$ cat config.mk
export PLATFORM = sky130hd
export DESIGN_NAME = window_change_escape_filter
export DESIGN_NICKNAME = d
export VERILOG_FILES = /design/src/sv/wcef_pkg.sv /design/src/sv/window_change_escape_filter.sv /design/src/sv/wcef_front.sv /design/src/sv/wcef_queue.sv /design/src/sv/wcef_back.sv
export SDC_FILE = /design/constraint.sdc
export NUM_CORES = 1
export LEC_CHECK = 0
export BUFFER_PORTS_ARGS = -buffer_cell sky130_fd_sc_hd__buf_2
export CORE_UTILIZATION = 40
export CTS_CLUSTER_DIAMETER = 200
export DETAILED_ROUTE_END_ITERATION = 10
export PLACE_DENSITY_LB_ADDON = 0.15
export SYNTH_ARGS = -nofsm -noshare
export SYNTH_HDL_FRONTEND = slang
export SYNTH_SLANG_ARGS = --single-unit
export TNS_END_PERCENT = 20
$ cat constraint.sdc
create_clock -name aclk -period 28.1 [get_ports aclk]
set_input_delay 1.405 -clock aclk [delete_from_list [all_inputs] [get_ports aclk]]
set_output_delay 1.405 -clock aclk [all_outputs]
set_load 0.005 [all_outputs]
$ cat src/sv/wcef_pkg.sv
// shared types, constants and helper functions for the window change escape filter
`default_nettype none
package wcef_pkg;

    // sequence and packet-header constants
    localparam logic [7:0] MAGIC_BYTE       = 8'hFF;
    localparam logic [7:0] CMD_BYTE         = 8'h73;
    localparam logic [7:0] WINDOW_BIT       = 8'h80;
    localparam logic [7:0] PKT_CONTROL_MASK = 8'h32;
    localparam logic [3:0] SEQ_LEN          = 4'd12;
    localparam logic [3:0] PREFIX_LEN       = 4'd4;
    localparam logic [3:0] MAGIC_LEN        = 4'd2;

    // result kinds
    localparam logic [1:0] KIND_DATA   = 2'd0;
    localparam logic [1:0] KIND_URGENT = 2'd1;
    localparam logic [1:0] KIND_WINDOW = 2'd2;

    // command queue geometry
    localparam int QDEPTH = 4;
    localparam int QAW    = $clog2(QDEPTH);
    localparam int QCW    = $clog2(QDEPTH + 1);

    // back end expansion phases, in emission order
    localparam logic [2:0] PH_PRE   = 3'd0;
    localparam logic [2:0] PH_BYTE  = 3'd1;
    localparam logic [2:0] PH_WIN   = 3'd2;
    localparam logic [2:0] PH_FLUSH = 3'd3;
    localparam logic [2:0] PH_DONE  = 3'd4;

    // one classified input: prefix bytes, single byte, window update, flush
    typedef struct packed {
        logic [1:0]  pre_cnt;
        logic        has_byte;
        logic [1:0]  byte_kind;
        logic [7:0]  byte_val;
        logic        has_win;
        logic [3:0]  flush_cnt;
        logic [63:0] payload;
    } wcef_cmd_t;

    // queue status seen by the top level
    typedef struct packed {
        logic [QCW-1:0] count;
        logic           full;
        logic           empty;
    } wcef_qstat_t;

    // true if the phase emits anything for this command
    function automatic logic phase_busy(input wcef_cmd_t cmd, input logic [2:0] ph);
        logic res;
        case (ph)
            PH_PRE:   res = (cmd.pre_cnt != 2'd0);
            PH_BYTE:  res = cmd.has_byte;
            PH_WIN:   res = cmd.has_win;
            PH_FLUSH: res = (cmd.flush_cnt != 4'd0);
            default:  res = 1'b0;
        endcase
        return res;
    endfunction

    // first phase at or after start that emits something
    function automatic logic [2:0] first_phase(input wcef_cmd_t cmd, input logic [2:0] start);
        logic [2:0] res;
        res = PH_DONE;
        for (int k = 3; k >= 0; k--) begin
            if (k >= int'(start) && phase_busy(cmd, 3'(k))) begin
                res = 3'(k);
            end
        end
        return res;
    endfunction

    // byte at position idx of the held sequence
    function automatic logic [7:0] held_byte(input logic [3:0] idx, input logic [63:0] payload);
        logic [3:0] off;
        logic [7:0] res;
        off = idx - PREFIX_LEN;
        if (idx < MAGIC_LEN) begin
            res = MAGIC_BYTE;
        end else if (idx < PREFIX_LEN) begin
            res = CMD_BYTE;
        end else begin
            res = payload[8*off[2:0] +: 8];
        end
        return res;
    endfunction

endpackage
`default_nettype wire

$ cat src/sv/window_change_escape_filter.sv
// Window change escape filter: top level joining front end, command queue and back end.
// An accepted request is stored in the queue, then in the back end's output register.
// Throughput: one input per cycle while m_ready holds and each yields at most one result;
// an input with several results holds the back end, which emits them one per cycle.
// The four-entry command queue lets input flow on while the back end expands a burst.
// Reset (aresetn low, synchronous): match cleared, queue emptied, window flag set to one.
`default_nettype none
module window_change_escape_filter (
    input  wire logic        aclk,
    input  wire logic        aresetn,
    input  wire logic        s_valid,
    output logic             s_ready,
    input  wire logic        s_func,
    input  wire logic [7:0]  s_in_byte,
    input  wire logic        s_chunk_end,
    output logic             m_valid,
    input  wire logic        m_ready,
    output logic [1:0]       m_out_kind,
    output logic [7:0]       m_out_byte,
    output logic [15:0]      m_rows,
    output logic [15:0]      m_cols,
    output logic [15:0]      m_width_pixels,
    output logic [15:0]      m_height_pixels,
    output logic             m_last
);
    import wcef_pkg::*;

    wcef_cmd_t   f_cmd, q_head;
    wcef_qstat_t q_stat;
    logic        f_push, q_valid, q_ready, q_pop, accept;

    assign s_ready = q_ready;
    assign accept  = s_valid && q_ready;

    // classifier
    wcef_front u_front (
        .aclk      (aclk),
        .aresetn   (aresetn),
        .accept    (accept),
        .func      (s_func),
        .in_byte   (s_in_byte),
        .chunk_end (s_chunk_end),
        .push      (f_push),
        .cmd       (f_cmd)
    );

    // command queue
    wcef_queue u_queue (
        .aclk       (aclk),
        .aresetn    (aresetn),
        .push       (f_push),
        .push_cmd   (f_cmd),
        .pop        (q_pop),
        .head       (q_head),
        .head_valid (q_valid),
        .in_ready   (q_ready),
        .stat       (q_stat)
    );

    // result expander
    wcef_back u_back (
        .aclk            (aclk),
        .aresetn         (aresetn),
        .q_valid         (q_valid),
        .q_cmd           (q_head),
        .q_pop           (q_pop),
        .m_valid         (m_valid),
        .m_ready         (m_ready),
        .m_out_kind      (m_out_kind),
        .m_out_byte      (m_out_byte),
        .m_rows          (m_rows),
        .m_cols          (m_cols),
        .m_width_pixels  (m_width_pixels),
        .m_height_pixels (m_height_pixels),
        .m_last          (m_last)
    );

`ifndef NO_ASSERTIONS
    // queue never overfills
    a_queue_bound: assert property (@(posedge aclk) disable iff (!aresetn)
        q_stat.count <= QCW'(QDEPTH))
        else $error("command queue count beyond depth");

    // window updates and urgent bytes always close their input's results
    a_single_last: assert property (@(posedge aclk) disable iff (!aresetn)
        m_valid && (m_out_kind == KIND_WINDOW || m_out_kind == KIND_URGENT) |-> m_last)
        else $error("window or urgent result not marked last");

    // window fields stay zero on byte results
    a_fields_zero: assert property (@(posedge aclk) disable iff (!aresetn)
        m_valid && m_out_kind != KIND_WINDOW |->
            m_rows == 16'h0000 && m_cols == 16'h0000 &&
            m_width_pixels == 16'h0000 && m_height_pixels == 16'h0000)
        else $error("window fields set on a byte result");

    // nothing offered right after reset
    a_reset_idle: assert property (@(posedge aclk)
        !aresetn |=> !m_valid)
        else $error("result offered after reset");
`endif

endmodule
`default_nettype wire

$ cat src/sv/wcef_front.sv
// front end: sequence matcher and classifier that turns each input into a command
`default_nettype none
module wcef_front (
    input  wire logic              aclk,
    input  wire logic              aresetn,
    input  wire logic              accept,
    input  wire logic              func,
    input  wire logic [7:0]        in_byte,
    input  wire logic              chunk_end,
    output logic                   push,
    output wcef_pkg::wcef_cmd_t    cmd
);
    import wcef_pkg::*;

    logic [3:0]  match_reg, match_next;
    logic [63:0] pay_reg, pay_next;
    logic        unacked_reg, unacked_next;
    logic [3:0]  match_step;
    logic [3:0]  widx_full;
    wcef_cmd_t   c;

    // classify one request against the current match state
    always_comb begin
        c            = '0;
        c.byte_kind  = KIND_DATA;
        c.byte_val   = in_byte;
        pay_next     = pay_reg;
        unacked_next = unacked_reg;
        match_step   = match_reg;
        widx_full    = match_reg - PREFIX_LEN;
        if (func) begin
            c.byte_kind = KIND_URGENT;
            c.byte_val  = in_byte | (unacked_reg ? WINDOW_BIT : 8'h00);
            c.has_byte  = (in_byte != 8'h00) && ((in_byte & PKT_CONTROL_MASK) != 8'h00);
        end else begin
            case (match_reg)
                4'd0: begin
                    if (in_byte == MAGIC_BYTE) begin
                        match_step = 4'd1;
                    end else begin
                        c.has_byte = 1'b1;
                    end
                end
                4'd1: begin
                    if (in_byte == MAGIC_BYTE) begin
                        match_step = 4'd2;
                    end else begin
                        c.pre_cnt  = 2'd1;
                        c.has_byte = 1'b1;
                        match_step = 4'd0;
                    end
                end
                4'd2: begin
                    if (in_byte == CMD_BYTE) begin
                        match_step = 4'd3;
                    end else if (in_byte == MAGIC_BYTE) begin
                        c.pre_cnt = 2'd1;
                    end else begin
                        c.pre_cnt  = 2'd2;
                        c.has_byte = 1'b1;
                        match_step = 4'd0;
                    end
                end
                4'd3: begin
                    if (in_byte == CMD_BYTE) begin
                        match_step = 4'd4;
                    end else begin
                        c.pre_cnt = 2'd3;
                        if (in_byte == MAGIC_BYTE) begin
                            match_step = 4'd1;
                        end else begin
                            c.has_byte = 1'b1;
                            match_step = 4'd0;
                        end
                    end
                end
                default: begin
                    // payload byte: store it, finish the sequence on the last one
                    pay_next[8*widx_full[2:0] +: 8] = in_byte;
                    match_step = match_reg + 4'd1;
                    if (match_step >= SEQ_LEN) begin
                        c.has_win    = 1'b1;
                        unacked_next = 1'b0;
                        match_step   = 4'd0;
                    end
                end
            endcase
        end
        // chunk end flushes whatever is still held, except on a function request
        match_next = match_step;
        if (!func && chunk_end) begin
            c.flush_cnt = match_step;
            match_next  = 4'd0;
        end
        c.payload = pay_next;
    end

    assign cmd  = c;
    assign push = accept && (c.pre_cnt != 2'd0 || c.has_byte || c.has_win ||
                             c.flush_cnt != 4'd0);

    // match state and window flag
    always_ff @(posedge aclk) begin
        if (!aresetn) begin
            match_reg   <= 4'd0;
            unacked_reg <= 1'b1;
        end else if (accept) begin
            match_reg   <= match_next;
            unacked_reg <= unacked_next;
        end
    end

    // payload bytes of the current match
    always_ff @(posedge aclk) begin
        if (accept) begin
            pay_reg <= pay_next;
        end
    end

endmodule
`default_nettype wire

$ cat src/sv/wcef_queue.sv
// short command queue between the front and back ends
`default_nettype none
module wcef_queue (
    input  wire logic                 aclk,
    input  wire logic                 aresetn,
    input  wire logic                 push,
    input  wire wcef_pkg::wcef_cmd_t  push_cmd,
    input  wire logic                 pop,
    output wcef_pkg::wcef_cmd_t       head,
    output logic                      head_valid,
    output logic                      in_ready,
    output wcef_pkg::wcef_qstat_t     stat
);
    import wcef_pkg::*;

    wcef_cmd_t        mem_reg [QDEPTH];
    logic [QAW-1:0]   wptr_reg, rptr_reg;
    logic [QCW-1:0]   count_reg, count_next;
    logic             do_push, do_pop;

    assign in_ready   = (count_reg != QCW'(QDEPTH));
    assign head_valid = (count_reg != '0);
    assign head       = mem_reg[rptr_reg];
    assign do_push    = push && in_ready;
    assign do_pop     = pop && head_valid;

    assign stat.count = count_reg;
    assign stat.full  = !in_ready;
    assign stat.empty = !head_valid;

    // occupancy
    always_comb begin
        count_next = count_reg;
        if (do_push && !do_pop) begin
            count_next = count_reg + QCW'(1);
        end else if (!do_push && do_pop) begin
            count_next = count_reg - QCW'(1);
        end
    end

    // pointers
    always_ff @(posedge aclk) begin
        if (!aresetn) begin
            wptr_reg  <= '0;
            rptr_reg  <= '0;
            count_reg <= '0;
        end else begin
            count_reg <= count_next;
            if (do_push) begin
                wptr_reg <= wptr_reg + QAW'(1);
            end
            if (do_pop) begin
                rptr_reg <= rptr_reg + QAW'(1);
            end
        end
    end

    // storage
    always_ff @(posedge aclk) begin
        if (do_push) begin
            mem_reg[wptr_reg] <= push_cmd;
        end
    end

endmodule
`default_nettype wire

$ cat src/sv/wcef_back.sv
// back end: expands commands, one result per cycle unless stalled, to an output register
`default_nettype none
module wcef_back (
    input  wire logic                 aclk,
    input  wire logic                 aresetn,
    input  wire logic                 q_valid,
    input  wire wcef_pkg::wcef_cmd_t  q_cmd,
    output logic                      q_pop,
    output logic                      m_valid,
    input  wire logic                 m_ready,
    output logic [1:0]                m_out_kind,
    output logic [7:0]                m_out_byte,
    output logic [15:0]               m_rows,
    output logic [15:0]               m_cols,
    output logic [15:0]               m_width_pixels,
    output logic [15:0]               m_height_pixels,
    output logic                      m_last
);
    import wcef_pkg::*;

    wcef_cmd_t   cur_reg;
    logic        cur_valid_reg, cur_valid_next;
    logic [2:0]  ph_reg, ph_next;
    logic [3:0]  pos_reg, pos_next;

    wcef_cmd_t   act_cmd;
    logic        act_valid;
    logic [2:0]  act_ph;
    logic [3:0]  act_pos, pos_inc;
    logic        slot_free, emit, stay, is_last;

    logic        m_valid_reg;
    logic [1:0]  kind_reg, kind_next;
    logic [7:0]  byte_reg, byte_next;
    logic [15:0] rows_reg, cols_reg, wpix_reg, hpix_reg;
    logic [15:0] rows_next, cols_next, wpix_next, hpix_next;
    logic        last_reg;

    // pick the command in progress, or the queue head to start a new one
    assign slot_free = !m_valid_reg || m_ready;
    assign act_valid = cur_valid_reg || q_valid;
    assign act_cmd   = cur_valid_reg ? cur_reg : q_cmd;
    assign act_ph    = cur_valid_reg ? ph_reg : first_phase(q_cmd, PH_PRE);
    assign act_pos   = cur_valid_reg ? pos_reg : 4'd0;
    assign emit      = slot_free && act_valid;
    assign q_pop     = emit && !cur_valid_reg;

    // step to the next position or phase
    always_comb begin
        pos_inc = act_pos + 4'd1;
        stay    = (act_ph == PH_PRE && pos_inc < {2'b00, act_cmd.pre_cnt}) ||
                  (act_ph == PH_FLUSH && pos_inc < act_cmd.flush_cnt);
        ph_next = stay ? act_ph : first_phase(act_cmd, act_ph + 3'd1);
        pos_next = stay ? pos_inc : 4'd0;
        is_last  = (ph_next == PH_DONE);
        cur_valid_next = !is_last;
    end

    // result fields for the current position
    always_comb begin
        kind_next = KIND_DATA;
        byte_next = 8'h00;
        rows_next = 16'h0000;
        cols_next = 16'h0000;
        wpix_next = 16'h0000;
        hpix_next = 16'h0000;
        case (act_ph)
            PH_PRE, PH_FLUSH: begin
                byte_next = held_byte(act_pos, act_cmd.payload);
            end
            PH_BYTE: begin
                kind_next = act_cmd.byte_kind;
                byte_next = act_cmd.byte_val;
            end
            PH_WIN: begin
                kind_next = KIND_WINDOW;
                rows_next = {act_cmd.payload[7:0],   act_cmd.payload[15:8]};
                cols_next = {act_cmd.payload[23:16], act_cmd.payload[31:24]};
                wpix_next = {act_cmd.payload[39:32], act_cmd.payload[47:40]};
                hpix_next = {act_cmd.payload[55:48], act_cmd.payload[63:56]};
            end
            default: begin
                kind_next = KIND_DATA;
            end
        endcase
    end

    // expansion control
    always_ff @(posedge aclk) begin
        if (!aresetn) begin
            cur_valid_reg <= 1'b0;
            m_valid_reg   <= 1'b0;
        end else begin
            if (emit) begin
                cur_valid_reg <= cur_valid_next;
            end
            if (slot_free) begin
                m_valid_reg <= emit;
            end
        end
    end

    // command in progress and output payload
    always_ff @(posedge aclk) begin
        if (emit) begin
            cur_reg  <= act_cmd;
            ph_reg   <= ph_next;
            pos_reg  <= pos_next;
            kind_reg <= kind_next;
            byte_reg <= byte_next;
            rows_reg <= rows_next;
            cols_reg <= cols_next;
            wpix_reg <= wpix_next;
            hpix_reg <= hpix_next;
            last_reg <= is_last;
        end
    end

    assign m_valid         = m_valid_reg;
    assign m_out_kind      = kind_reg;
    assign m_out_byte      = byte_reg;
    assign m_rows          = rows_reg;
    assign m_cols          = cols_reg;
    assign m_width_pixels  = wpix_reg;
    assign m_height_pixels = hpix_reg;
    assign m_last          = last_reg;

endmodule
`default_nettype wire
After elaboration in Yosys (flattened, before gate mapping):

Memory sizes are Yosys's and may differ from the RTL's. A register that Yosys moved wholly into a read port is not among the register bits.
Index checks and enable logic that the tools add are counted.

* bits in registers: 242
* latch bits: 0
* memories: 1
* RAM bits: 324
* memory bits (read-only): 0
* input port bits: 14
* output and inout bits: 77
* word-level logic and storage cells: 153

Memories
* u_queue.mem_reg: words 4, bits a word 81, rd ports 1, clocked after Yosys merged registers in 1, wr ports 1, RTL line wcef_queue.sv:16 `wcef_cmd_t mem_reg [QDEPTH];`

* bitwise operators: 3
* reduce and logical (&&, ||, !) cells: 43
* div/mod/pow operators: 0
* add/sub/neg operators: 10
* muxes and demuxes: 50
* equality and inequality tests: 10
* multipliers: 0
* magnitude comparators: 9
* shift operators: 3

Operators with widths (number)
* two-way mux 64 bit: 2
* two-way mux 82 bit: 1
* bitwise mux 64 bit: 1
* variable shift 8 x 34 -> 64 bit (first input constant): 1
* variable part select 64 x 7 -> 8 bit: 1
* variable part select 8 x 34 -> 64 bit: 1
* two-way mux 3 bit: 15
* negation 6 -> 34 bit: 1
* two-way mux 4 bit: 8
* two-way mux 8 bit: 3
* logical AND 1 bit: 16
* case mux 4 bit (4 select lines): 1
* case mux 8 bit (2 select lines): 1
* nonzero test 8 bit: 2
* two-way mux 2 bit: 6
* nonzero test 4 bit: 3
* two-way mux 9 bit: 1
* adder 4 x 1 -> 4 bit (second input constant): 2
* equality test 4 x 2 -> 1 bit (second input constant): 2
* equality test 8 x 7 -> 1 bit (second input constant): 1
* equality test 8 bit (second input constant): 1
* two-way mux 1 bit: 8
* bitwise OR 8 bit: 1
* nonzero test 2 bit: 4
* other kinds (28): 45

Depth between registers and ports, before layout:

Gate-level depths: netlist (run 1).

* word-level depth: 16
* gate-level depth with buffers: 18
* gate-level depth less buffers: 15

By module:

A second synthesis (run 1) with hierarchy kept.

* cells, all modules: 1332
* area total of the unflattened synthesis: 23690.2 sq um

Modules (own cells, without submodules)
* wcef_queue: seq. area each 10029.6 sq um, cells each 479, area an instance 12401.9 sq um, times used 1
* wcef_back: seq. area each 4964.8 sq um, cells each 533, area an instance 7656.1 sq um, times used 1
* wcef_front: seq. area each 2021.9 sq um, cells each 319, area an instance 3626.0 sq um, times used 1
* window_change_escape_filter: seq. area each 0.0 sq um, cells each 1, area an instance 6.3 sq um, times used 1

Worst setup path after synthesis (run 1):

No wires, ideal clock.

* path type: reg2reg
* start point: reg u_back.cur_valid_reg
* end point: reg u_back.cur_reg[0] in the netlist's numbering (enable)
* library setup time: 0.690 ns
* path slack: 19.045 ns
* arrival time: 8.365 ns
* period minus slack after synthesis: 9.055 ns
* stages on the path, launching flop included: 7
* cell sequence: dfxtp_1 > clkbuf_1 > clkbuf_1 > buf_1 > buf_1 > nor4_1 > nor2_1

* longest elaborated chain between the ends: 2

Ends and longest elaborated chain
* start, declared: RTL line wcef_back.sv:22 `logic cur_valid_reg, cur_valid_next;`
* start signal, assigned: RTL line wcef_back.sv:95 `cur_valid_reg <= cur_valid_next;`
* logical OR 1 bit: RTL line wcef_back.sv:41 `assign act_valid = cur_valid_reg || q_valid;`
* logical AND 1 bit: RTL line wcef_back.sv:45 `assign emit = slot_free && act_valid;`
* net u_back.emit: RTL line wcef_back.sv:30 `logic slot_free, emit, stay, is_last;`
* end signal, assigned: RTL line wcef_back.sv:106 `cur_reg <= act_cmd;`
* end, declared: RTL line wcef_back.sv:21 `wcef_cmd_t cur_reg;`

The timed path passes the listed nets, and every way through them passes these cells.
A chain may end at the register's enable or synchronous reset.

==> results of run 1 <==
-- stage by stage --
step	instances	hold WS [ps]	setup slack (ps)	utilization (%)	area, um^2
after floorplan	1384	490	19050	-	23300
after global placement	2187	524	22490	42.7	24600
after detailed placement	2187	537	22430	42.7	24600
after CTS	2297	545	22950	45.8	26400
after global routing	2297	577	22570	45.8	26400
final	2297	544	23000	45.8	26400
-- worst max-delay path, delay by kind of cell (launching register included) --
| family | cells | cell delay, ps |
|---|---|---|
| compound gates | 4 | 1980 |
| simple gates | 2 | 720 |
| fa+ha+maj | 1 | 350 |
| flops | 1 | 630 |
| buf+inv | 2 | 960 |
-- layout make-up --
cell class / count / area share (%)
Multi-Input combinational cell: 713 / 22.9
Tap cell: 765 / 3.62
Clock inverter: 31 / 0.653
Clock buffer: 79 / 6.15
Timing Repair Buffer: 105 / 2.13
Sequential cell: 568 / 64.0
Inverter: 36 / 0.511
-- cells by family (layout without fill, tap and decap cells) --
group,after synthesis,after routing
AOI/OAI and AO/OA,184,184
xor gates and xnor gates,6,6
adders and majority gates,24,24
buffers and inverters,103,251
DFF,568,568
muxes,191,191
and+or+nand+nor,308,308
-- synthesized netlist by cell type (all sizes together), types with 4 or more instances --
library cell | number | area [um^2]
and3 | 57 | 358
mux4 | 77 | 1730
nand3 | 13 | 65.1
nor4 | 6 | 52.6
edfxtp | 552 | 16600
o31a | 5 | 43.8
nand3b | 4 | 30.0
and2 | 14 | 87.6
nor2b | 13 | 81.3
mux2 | 88 | 991
a211oi | 9 | 67.6
nor2 | 47 | 176
nor3 | 14 | 70.1
mux2i | 26 | 260
a21oi | 28 | 144
ha | 23 | 288
buf | 24 | 116
clkbuf | 43 | 161
o31ai | 6 | 45.0
a21boi | 7 | 52.6
a31oi | 4 | 25.0
nand4 | 7 | 43.8
dfxtp | 16 | 320
a22oi | 4 | 30.0
nand2b | 7 | 43.8
o21ai | 84 | 420
inv | 35 | 131
or3 | 7 | 48.8
a31o | 8 | 70.1
nand2 | 113 | 424
-- metal layers --
metal	wire length, um	up-vias	global-route usage (%)
met1	25100	6402	26.8
met5	0	-	0
li1	-	5652	-
met3	3860	80	4.74
met4	1570	0	6.78
met2	26900	351	30.2
-- final timing paths --
| check | startpoint | to | cells after the start | slack [ps] |
|---|---|---|---|---|
| max | u_front.match_reg[0] | u_queue.mem_reg[2][70] | 9 | 23000 |
| min | u_queue.count_reg[2] | u_queue.count_reg[2] | 2 | 540 |
| max reg2reg | u_front.match_reg[0] | u_queue.mem_reg[2][70] | 9 | 23000 |
| min reg2reg | u_queue.count_reg[2] | u_queue.count_reg[2] | 2 | 540 |
-- power by group --
group	switching, mW	internal, mW
clock network	0.321	0.412
logic	0.366	0.208
registers	0.0729	1.12
total	0.760	1.74
==> results.yml, run 1 <==
status:
  status: "finished, final reports clean"
die:
  fp.dieArea_um2: 59300
  core-area_um2: 57700
  die_h_um: 244
  floorplan.initialDensity_pct: 40.4
  die_w_um: 244
  num_io_pins: 91
  rows: 88
sta:
  tightest_slew_ps: 1090
  skew_ps: 14.1
  setup_violations: 0
  hold_viol: 0
  drv_slew: 0
  period_needed_ps: 5100
  slew_headroom_pct: 27.2
  rsz0062_at_grt: "no"
  setup_tns_ps: 0
  fmax_mhz: 196
  period_share_pct: 18.2
finish:
  layout_common_cells: "552 x edfxtp_1, 113 x nand2_1, 90 x buf_2"
  fillers: 5086
  nets: 1522
  final_common_cell: "edfxtp_1"
  syn_to_final_growth_pct: 13.2
  multi_input_area_um2: 6060
  layout-drive-gt1-share_pct: 24.5
  num_antenna_cells: 0
  layout.area.seq_um2: 16900
  largest_register_ff_count: 324
routing:
  drtPass1Iterations: 5
  route.detailed.drc: 0
  wl_mm: 57.4
  vias: 12500
  drtAntennaViolNets: 0
  vias_per_cell: 5.44
  wl_per_cell_um: 25.0
  drt_iter0_markers: 1046
pwr:
  cellPowerDensity_nw_per_um2: 94.7
  peakVddDrop_mv: 0.0676
  p_leak_nw: 8.12
  finalPower_mw: 2.50
logic_synthesis:
  syn_area_um2: 23300
  synth_cell_types: 64
  synth_top_flop_cell: "edfxtp_1"
  syn-num-nets: 1422
  synth_compound_area_share_pct: 4.91
  yosys_warnings: 0
  synth_top_family_by_area: "multiplexers"
  ys_ff_latch: 568
  synthAdderAreaFrac_pct: 1.32
  yosys.area_share.simple_pct: 6.56
  syn_inst: 1384
  async_flop_share_pct: 0
  syn_avg_cell_area_um2: 16.9
  synth_xor_area_share_pct: 0.225
  yosysSeqAreaShare_pct: 72.4
  synth_edf_count: 552
  synth_mux_area_share_pct: 12.8
clock_tree:
  clkTransAtPathRegs_ps: 60
  cts_tree: "yes"
  cts_buffers: 60
  post-cts-setup-buffer-count: 0
  clock_path_buffers: 3
  htreeDepth: 2
  cts-resized-gates: 0
  cts.sinks: 568
  cts_hold_buf: 0
  insertion_delay_ps: 620
  cts_root_buffer: "clkbuf_16"
grt:
  antenna_found_initial: 2
  grt_pass1_wl_mm: 84.3
  grtUsageTotal_pct: 19.5
  grt-ovfl-total: 0
  grt_max_degree: 71
  grt_pass1_vias: 12300
worst_setup_path:
  critPathKind: "register to register"
  cp-start-kind: "register"
  critPathMaxStageDelay_ps: 820
  cp.required_ps: 28340
  path_max_fanout: 46
  cp_slowest_cell: "a221oi_1"
  crit_chain: "inv_1 -> ha_1 -> o41ai_1 -> a41oi_1 -> a221oi_1 -> nor4_4 -> a21oi_2 -> and2_4 -> buf_4"
  cp.arrival_ps: 5340
  crit_path_end_kind: "register"
placement:
  port-buffer-count: 90
  place_congestion: 0.826
  dpl.hpwl_mm: 36.0
min_path:
  min_path_type: "register to register"
job:
  cap_violations: 0
Power figures use the tool's default switching activity.
==> inputs of run 2 (changes only) <==
==> constraint.sdc (replaced) <==
create_clock -name aclk -period 4.18 [get_ports aclk]
set_input_delay 0.209 -clock aclk [delete_from_list [all_inputs] [get_ports aclk]]
set_output_delay 0.209 -clock aclk [all_outputs]
set_load 0.005 [all_outputs]
==> results.yml, run 2 (synthesis results as in run 1) <==
grt:
  grt_pass1_wl_mm: 86.7
  grt_pass1_vias: 12900
  antenna_found_initial: 3
  grt_max_degree: 66
  grtUsageTotal_pct: 19.8
  grt-ovfl-total: 0
sta:
  postLayoutSetupSlackWorst_ps: 337
  fmax_mhz: 260
  period_share_pct: 91.9
  whs_ps: 23.2
  skew_ps: 14.2
  period_needed_ps: 3840
  slew_headroom_pct: 41.7
  rsz0062_at_grt: "no"
  drv_slew: 0
  setup_tns_ps: 0
  setup_violations: 0
  tightest_slew_ps: 872
  hold_viol: 0
clock_tree:
  post-cts-setup-buffer-count: 0
  insertion_delay_ps: 630
  clock_path_buffers: 3
  cts_buffers: 60
  htreeDepth: 2
  clkTransAtPathRegs_ps: 60
  cts_root_buffer: "clkbuf_16"
  cts.sinks: 568
  cts_tree: "yes"
pwr:
  p_leak_nw: 8.39
  finalPower_mw: 17.2
  cellPowerDensity_nw_per_um2: 640
  peakVddDrop_mv: 0.657
min_path:
  min_path_type: "primary input to register"
  hold_start: "m_ready"
  holdPathStages: 4
  hold_path_end: "u_back.m_valid"
routing:
  vias_per_cell: 5.49
  wl_per_cell_um: 24.9
  drtPass1Iterations: 5
  vias: 12800
  route.detailed.drc: 0
  wl_mm: 58.2
  drt_iter0_markers: 1126
  drtAntennaViolNets: 0
placement:
  place_congestion: 0.891
  dpl.hpwl_mm: 37.5
  pre_cts_ws_ps: 411
  port-buffer-count: 90
worst_setup_path:
  cp.arrival_ps: 4390
  regToRegSetupSlack_ps: 340
  cp-start-kind: "register"
  rr_startpoint: "u_front.match_reg[1]"
  reg2reg_to: "u_queue.count_reg[2]"
  cp.required_ps: 4730
  reg2reg_depth: 14
  crit_path_end_kind: "register"
  cp-startpoint: "u_front.match_reg[1]"
  path_max_fanout: 8
  critPathKind: "register to register"
finish:
  layout_common_cells: "552 x edfxtp_1, 113 x nand2_1, 90 x buf_2"
  nets: 1564
  layout-drive-gt1-share_pct: 26.3
  fillers: 5008
  fin_util_pct: 46.6
  syn_to_final_growth_pct: 15.3
  num_antenna_cells: 0
  largest_register_ff_count: 324
  final_common_cell: "edfxtp_1"
die:
  fp.dieArea_um2: 59300
  rows: 88
  core-area_um2: 57700
  floorplan.initialDensity_pct: 40.4
  die_w_um: 244
  die_h_um: 244
  num_io_pins: 91
status:
  status: "finished, final reports clean"
job:
  cap_violations: 0
## run 2: cell count changes in the layout (fill, tap and decap cells not counted), sizes merged
cell | previous run | this run
clkinv | 27 | 28
buf | 105 | 139
clkbuf | 79 | 71
bufinv | 1 | 5
dlygate4sd3 | 0 | 8
clkinvlp | 2 | 3
## run 2: critical path, stage by stage, from the launching register on
cell and delay, ps:
dfxtp_1 470, inv_1 160, ha_1 270, o41ai_1 620, a41oi_1 130, a221oi_1 310
buf_4 200, nor4_4 50, a21oi_2 260, ha_1 230, inv_1 60, fa_1 370
xor2_1 180, or3_1 300, a21boi_0 180
## run 2: per-stage QoR
step	area, um^2	std cells
2_1_floorplan	23300	1384
3_3_place_gp	24900	2221
3_5_place_dp	24900	2221
4_1_cts	26900	2337
5_1_grt	26900	2337
6_report	26900	2337
## run 2: per-layer routing
layer | part of all wire, % | GRT usage (%) | wire [um]
met1 | 45 | 28.0 | 26300
met2 | 48 | 32.1 | 27700
met3 | 4.9 | 3.06 | 2860
met4 | 2.3 | 5.31 | 1350
met5 | 0 | 0 | 0
## run 2: final cells by class
cell class                 count  area [um^2]  share of cell area [%]
inverter                      36          135                   0.502
timing repair buffer         147          973                    3.62
tap                          765          957                    3.56
multi-input combinational    713         6050                    22.5
clock inverter                37          337                    1.25
clock buffer                  71         1550                    5.77
sequential                   568        16900                    62.8
## run 2: worst max-delay path by stage
stage	endpoint	slack [ps]	cells past startpoint
after floorplan	u_queue.mem_reg[1][0]	-680	9
after global placement	u_queue.mem_reg[2][72]	500	10
after detailed placement	u_queue.mem_reg[2][9]	410	10
after CTS	u_queue.mem_reg[2][1]	390	10
after global routing	u_queue.count_reg[2]	50	14
final	u_queue.count_reg[2]	340	14
## run 2: report_power, final
group / internal, mW / total [mW] / switching (mW) / leakage, nW
clock network: 2.95 / 5.16 / 2.21 / 0.924
registers: 7.52 / 7.88 / 0.358 / 4.43
logic: 1.56 / 4.19 / 2.64 / 3.03
## run 2: repair_timing
action,CTS,global route
setup endpoints to repair,0,0
hold endpoints to repair,24,0
hold buffers,8,0
resized for setup,0,0
==> inputs of run 3 (changes only) <==
==> constraint.sdc (replaced) <==
create_clock -name aclk -period 3.66 [get_ports aclk]
set_input_delay 0.183 -clock aclk [delete_from_list [all_inputs] [get_ports aclk]]
set_output_delay 0.183 -clock aclk [all_outputs]
set_load 0.005 [all_outputs]
==> results.yml, run 3 (synthesis results as in run 1) <==
status:
  status: "finished, final reports clean"
die:
  floorplan.initialDensity_pct: 40.4
  die_h_um: 244
  fp.dieArea_um2: 59300
  rows: 88
  core-area_um2: 57700
  die_w_um: 244
  num_io_pins: 91
routing:
  route.detailed.drc: 0
  wl_per_cell_um: 24.6
  wl_mm: 58.0
  vias_per_cell: 5.47
  vias: 12900
  drtPass1Iterations: 5
  drtAntennaViolNets: 0
  drt_iter0_markers: 1113
finish:
  final_common_cell: "edfxtp_1"
  fin_cells: 2361
  layout_common_cells: "552 x edfxtp_1, 113 x nand2_1, 90 x buf_2"
  nets: 1585
  largest_register_ff_count: 324
  fin_util_pct: 47.3
  fillers: 4991
  syn_to_final_growth_pct: 16.9
  layout-drive-gt1-share_pct: 27.8
placement:
  dpl.hpwl_mm: 36.3
  port-buffer-count: 90
  placedCellCount: 2244
  place_congestion: 0.819
  pre_cts_ws_ps: -86.4
min_path:
  min_path_type: "primary input to register"
  hold_start: "m_ready"
  holdPathStages: 5
  hold_path_end: "u_back.m_valid"
worst_setup_path:
  path_max_fanout: 12
  rr_startpoint: "u_front.match_reg[0]"
  reg2reg_depth: 14
  regToRegSetupSlack_ps: 200
  cp.arrival_ps: 3990
  crit_chain: "buf_4 -> ha_1 -> o41ai_2 -> a41oi_1 -> a221oi_2 -> buf_4 -> nor4_4 -> a21oi_2 -> ha_1 -> inv_1 -> fa_1 -> xor2_1 -> or3_1 -> a21boi_0"
  cp-start-kind: "register"
  critPathMaxStageDelay_ps: 380
  critPathKind: "register to register"
  reg2reg_to: "u_queue.count_reg[2]"
  cpLargestDelayFamily: "compound AO/OA/AOI/OAI gates"
  cp.required_ps: 4190
  cp.buffers_inverters: 3
  cp_slowest_cell: "o41ai_2"
  crit_path_end_kind: "register"
sta:
  skew_ps: 27.2
  drv_slew: 0
  postLayoutSetupSlackWorst_ps: 198
  tightest_slew_ps: 790
  fmax_mhz: 289
  setup_violations: 0
  period_share_pct: 94.6
  slew_headroom_pct: 47.4
  period_needed_ps: 3460
  setup_tns_ps: 0
  hold_viol: 0
pwr:
  clkPwrFrac_pct: 30.5
  p_leak_nw: 8.55
  intPower_mw: 13.9
  peakVddDrop_mv: 0.685
  cellPowerDensity_nw_per_um2: 728
  pwr-share-comb_pct: 24.3
  power_switching_share_pct: 30.0
  p_switching_mw: 5.95
  p_seq_share_pct: 45.2
clock_tree:
  cts.sinks: 568
  insertion_delay_ps: 620
  clkTransAtPathRegs_ps: 60
  cts_buffers: 59
  cts_root_buffer: "clkbuf_16"
  post-cts-setup-buffer-count: 0
  clock_path_buffers: 3
  cts_tree: "yes"
  htreeDepth: 2
grt:
  grt_pass1_wl_mm: 86.5
  grt-ovfl-total: 0
  antenna_found_initial: 3
  grt_pass1_vias: 13000
  grtUsageTotal_pct: 19.8
  grt_max_degree: 116
job:
  cap_violations: 0
run 3: how the worst max path moves through the flow:
stage | from | endpoint | cells after the start
CTS | u_front.match_reg[0] | u_queue.count_reg[2] | 15
floorplan | u_front.match_reg[0] | u_queue.mem_reg[0][0] | 9
detailed placement | s_in_byte[1] | u_queue.count_reg[2] | 14
global route | u_front.match_reg[0] | u_queue.count_reg[2] | 14
global placement | s_in_byte[1] | u_queue.count_reg[2] | 14
finish | u_front.match_reg[0] | u_queue.count_reg[2] | 14
run 3: what timing repair did:
action                                  in CTS  in global routing
endpoints found under the hold margin       29                  0
endpoints found under the setup margin       0                  1
gates resized for setup                      0                  7
hold buffers                                 7                  0
run 3: power by group through the flow:
stage	logic, mW	registers (mW)	clock network [mW]
after global placement	4.87	9.11	0
after global routing	5.23	9.07	6.43
after detailed placement	4.88	9.12	0
after CTS	4.91	9.00	6.21
after floorplan	2.88	9.08	0
final	4.82	8.98	6.05
run 3: area by class of cell:
type	instances	area, um^2	share of cell area, %
flip-flops and latches	568	16900	62.0
multi-input cells	713	6110	22.4
clock buffers	68	1510	5.54
repair buffers	169	1220	4.49
well taps	765	957	3.51
clock inverters	41	424	1.56
inverters	36	135	0.496
diodes	1	2.50	0.00918
run 3: worst min-delay path: cells and delay by family:
family / cells / cell delay, ps
buffers and inverters: 2 / 230
and+or+nand+nor: 3 / 190
run 3: per-stage QoR:
stage / hold WS, ps / power [mW] / instance area (um^2)
final: 50.7 / 19.9 / 27300
after global routing: 28.8 / 20.7 / 27300
after CTS: 12.3 / 20.1 / 27200
after detailed placement: 528 / 14.0 / 25200
after global placement: 520 / 14.0 / 25200
after floorplan: 282 / 12.0 / 23400
run 3: layer usage:
metal / track usage, % / vias to the layer above / part of all wire, %
li1: - / 5783 / -
met1: 27.7 / 6660 / 45
met2: 31.2 / 362 / 47
met3: 3.71 / 96 / 5.8
met4: 6.53 / 2 / 3.0
met5: 0 / - / 0.014
